--- config.mk ---
export PLATFORM = sky130hd
export DESIGN_NAME = hcrd_ram
export DESIGN_NICKNAME = d
export VERILOG_FILES = /design/src/hcrd_ram.sv
export SDC_FILE = /design/constraint.sdc
export NUM_CORES = 1
export LEC_CHECK = 0
export ABC_AREA = 1
export BUFFER_PORTS_ARGS = -buffer_cell sky130_fd_sc_hd__buf_2
export CAP_MARGIN = 10
export CORE_MARGIN = 2
export CORE_UTILIZATION = 30
export DETAILED_ROUTE_END_ITERATION = 16
export PLACE_DENSITY = 0.51
export SLEW_MARGIN = 20
export SYNTH_ARGS = -nofsm -noshare
export SYNTH_HDL_FRONTEND = slang
export SYNTH_SLANG_ARGS = --single-unit
--- constraint.sdc ---
create_clock -name i_clk -period 5.5 [get_ports i_clk]
set_input_delay 1.375 -clock i_clk [delete_from_list [all_inputs] [get_ports i_clk]]
set_output_delay 1.375 -clock i_clk [all_outputs]
set_load 0.1 [all_outputs]
--- src/hcrd_ram.sv ---
// generic single port ram with registered read
// no dependencies
module hcrd_ram #(
    parameter int WIDTH = 8,
    parameter int DEPTH = 16
) (
    input  logic                     i_clk,
    input  logic                     i_we,
    input  logic [$clog2(DEPTH)-1:0] i_addr,
    input  logic [WIDTH-1:0]         i_wdata,
    output logic [WIDTH-1:0]         o_rdata
);
    logic [WIDTH-1:0] r_mem [DEPTH];

    // registered read, old word returned on a write
    always_ff @(posedge i_clk) begin
        if (i_we) begin
            r_mem[i_addr] <= i_wdata;
        end
        o_rdata <= r_mem[i_addr];
    end
endmodule

* Word level (Yosys, flattened, before mapping)
Memory sizes are Yosys's and may differ from the RTL's. A register that Yosys moved wholly into a read port is not among the register bits.
Index checks and enable logic that the tools add are counted.
Widths: inputs -> output; s select.
** Word-level totals
- Register bits :: 0
- Latch bits :: 0
- RAM bits :: 128
- Memory bits (read-only) :: 0
- Input port bits :: 14
- Output and inout bits :: 8
- Word-level logic and storage cells :: 3
- Memories kept :: 1
** Memory list
- r_mem :: depth 16, width 8, rd ports 1, clocked after memory_dff 1, write ports 1, line 13 : logic [WIDTH-1:0] r_mem [DEPTH];
** Cells by class
- Add/subtract/negate cells :: 0
- $mul :: 0
- Divide/modulo/power cells :: 0
- $lt $le $gt $ge :: 0
- Equality and inequality tests :: 0
- Shifts and indexed selects :: 0
- Multiplexer cells :: 2
- Bitwise gates (word level) :: 0
- Reduce and logical (&&, ||, !) cells :: 0
** Operator list (count)
- $mux 1 :: 2

* Logic depth before layout (Yosys ltp)
- Word-level depth :: 2
- Depth in mapped cells :: 11
- Gate-level depth less buffers :: 9

* Least setup slack after synthesis
No wires, ideal clock.
- Path type :: input -> register
- Start point :: input port i_addr[1]
- End point :: memory r_mem[3][0], enable pin
- Setup time :: 0.370 ns
- Data arrival time :: 2.382 ns
- Required time :: 5.130 ns
- Path slack :: 2.748 ns
- Stages on the path :: 4
- Buffers on the path :: 2
- Cell sequence :: buf_2 clkbuf_1 nand3_1 nor2_1
** RTL lines
- start, declared :: line 9 : input logic [$clog2(DEPTH)-1:0] i_addr,
- end, declared :: line 13
Straight into the memory's write port.

* Final worst setup path
- Start point :: input port i_addr[1]
- End point :: memory r_mem[1][4], enable pin
Straight into the memory's write port.

==> metrics.md <==
| Metric | Value |
|---|---|
| Post-cts sizing count | `0` |
| Clk sinks | `136` |
| Syn. warnings | `0` |
| Layout Utilization | `35.4%` |
| Worst vdd ir | `208 uV` |
| Max-cap violations | `0` |
| Async set-reset flop share out of synthesis | `0%` |
| RSZ-0062 raised after global routing | `no` |
| Yosys top cell area share | `slightly below 70%` |
| CTS root buf | `clkbuf_16` |
| Hold Crit Class | `reg2reg` |
| DP Area | `5880 sq um` |
| Sequential share of power | `around 49%` |
| Total core area | `18100 sq um` |
| Mux cell area share after synthesis | `0%` |
| Final instance area | `approximately 6400 sq um` |
| Post-DRT Antenna Nets | `0` |
| Top-count cell post-synth | `nand2_1` |
| Final min period | `3420 ps` |
| Pint | `1.85 mW` |
| Worst-case clock buffer depth | `2` |
| Cells after Synth | `roughly 550` |
| Power per cell area | `373 nW/um^2` |
| Fin. max-slew vios | `0` |
| Slew headroom | `39.8%` |
| Die Ht | `roughly 140 um` |
| Number of port buffers | `21` |
| CP Class | `in2reg` |
| Total wire length | `12700 um` |
| Synth top cells by count | `346 x nand2_1, 128 x edfxtp_1, 21 x inv_1` |
| Critical Path RT | `roughly 5600 ps` |
| Setup TNS | `0 ps` |
| Fillers | `~1800` |
| Seq cells post-synth | `136` |
| Final Cycle Share | `62.1%` |
| Combinational share of power | `7.7%` |
| Sw Share | `23.0%` |
| DRC Markers | `0` |
| Fmax | `293 MHz` |
| I/O pin total | `22` |
| Post-Synth XOR/XNOR Area | `0%` |
| Initial Util | `30.8%` |
| Vias in the first global route | `3623` |
| Hold buffer count at CTS | `0` |
| CTS tree | `built` |
| Final Hold Viols | `0` |
| Number of vias per cell | `4.45` |
| Area grow syn2layout | `14.9%` |
| Adder-Cell Fraction of Synth Area | `0%` |
| Clk Latency, worst-skew pair | `410 ps` |
| Synth Area in Simple Gates | `24.8%` |
| Lkg Pwr | `2.70 nW` |
| First-pass GRT wire length | `20000 um` |
| Clock power frac | `43.8%` |
| Net Count, Synth | `562` |
| Share of cells above drive strength 1 | `8.25%` |
| Antenna Diode Count | `0` |
| Wire per inst | `roughly 16 um` |
| Setup violators final | `0` |
| First drt pass iteration count | `5` |
| H-tree depth | `4` |
| Synth Area in Compound Gates | `0%` |
| Synth top area cells | `edfxtp_1 69%, nand2_1 23%, dfxtp_1 2.9%` |
| Die area | `19800 sq um` |
| Synth Flop Type | `edfxtp_1` |
| Status | `finished clean` |
| Critical path peak fanout | `35` |
| Clock transition at path regs | `60 ps` |
| Post-synthesis cell area | `5590 sq um` |
| Largest net degree at the start of global routing | `between 40 and 50` |
| Initial antenna violation count | `0` |
| Sw power | `~550 uW` |
| Initial DRC count | `between 200 and 300` |
| HPWL Detailed | `8040 um` |
| Post-synth EDFFs | `128` |
| Clk_skew | `8.52 ps` |
| Worst-Margin Slew | `897 ps` |
| Sequential cell area | `4000 sq um` |
| CTS buffer count | `17` |
| Largest family of logic cells by synthesized area | `simple AND/OR/NAND/NOR gates` |
| Crit end category | `register` |
| CP Launch Type | `input pin` |
| Net count, final | `~580` |
| Syn Area/Cell | `roughly 10 sq um` |
| Via count | `3611` |
| Final Wtd Congestion | `between 0.7 and 0.8` |
| Seq/Total Area, Yosys | `71.6%` |
| GRT Util Overall | `a little over an eighth` |
| Cell variety after synth | `11` |
| Multi-input gate area | `1390 sq um` |
| Post-CTS Setup Bufs | `0` |
| Std-Cell Rows | `49` |
| Cell taking the most area after synthesis | `edfxtp_1` |
| Worst Path Arrival | `approximately 3500 ps` |
| Die width | `141 um` |
| GR Overflow Total | `0` |
-- state kept, by name (all words and copies together) (netlist names) --
signal   flops
o_rdata      8
r_mem      128
-- per-layer routing --
| layer | track usage [%] | share of wire, % |
|---|---|---|
| met1 | 17.5 | 46 |
| met2 | 22.7 | 48 |
| met5 | 0 | 0 |
| met4 | 5.79 | 2.1 |
| met3 | 3.01 | 3.8 |
-- final cells by class --
cell class / count / share of cell area (%)
sequential: 136 / 62.3
multi-input combinational: 368 / 21.6
clock buffer: 20 / 6.79
tap: 229 / 4.46
timing repair buffer: 23 / 1.87
clock inverter: 12 / 1.69
inverter: 23 / 1.34
-- final timing paths --
path	endpoint	cells past startpoint	startpoint	slack [ps]
worst min register to register	o_rdata[1]$_DFF_P_	8	r_mem[9][1]$_DFFE_PP_	720
worst max register to register	o_rdata[4]$_DFF_P_	8	r_mem[5][4]$_DFFE_PP_	4380
worst min-delay path	o_rdata[1]$_DFF_P_	8	r_mem[9][1]$_DFFE_PP_	720
worst max-delay path	r_mem[1][4]$_DFFE_PP_	4	i_addr[1]	2080
-- per-stage QoR --
stage	instances	setup WS (ps)	hold WS (ps)	power (mW)
final	811	2080	721	2.40
after global routing	811	1760	802	2.48
after CTS	811	2050	719	2.42
after detailed placement	779	1620	704	1.37
after global placement	779	1660	713	1.37
after floorplan	548	2750	643	1.32
-- power groups by stage --
stage               Combinational (mW)  Sequential (mW)  Clock, mW
floorplan                       0.0799             1.24          0
global placement                 0.185             1.19          0
detailed placement               0.186             1.19          0
CTS                              0.187             1.17       1.07
global route                     0.203             1.17       1.11
finish                           0.184             1.17       1.05
-- kinds of logic after synthesis --
group,count (synthesis)
buffers and inverters,44
DFF,136
and+or+nand+nor,368
-- worst max-delay path: stages --
cell and delay, ps:
buf_2 500, clkinv_1 910, nand3_1 490, nor2_1 240
-- placed cells by master, fill, tap and decap left out --
master / synthesis / final
bufinv_16: 0 / 2
buf_2: 12 / 21
inv_2: 1 / 1
clkinvlp_4: 0 / 2
clkbuf_1: 3 / 3
edfxtp_1: 128 / 128
nand3_1: 4 / 4
inv_1: 21 / 21
clkinv_2: 0 / 3
buf_4: 6 / 2
clkbuf_16: 0 / 17
clkinv_1: 1 / 6
dfxtp_1: 8 / 8
nor2_1: 18 / 18
nand2_1: 346 / 346
Power figures use the tool's default switching activity.
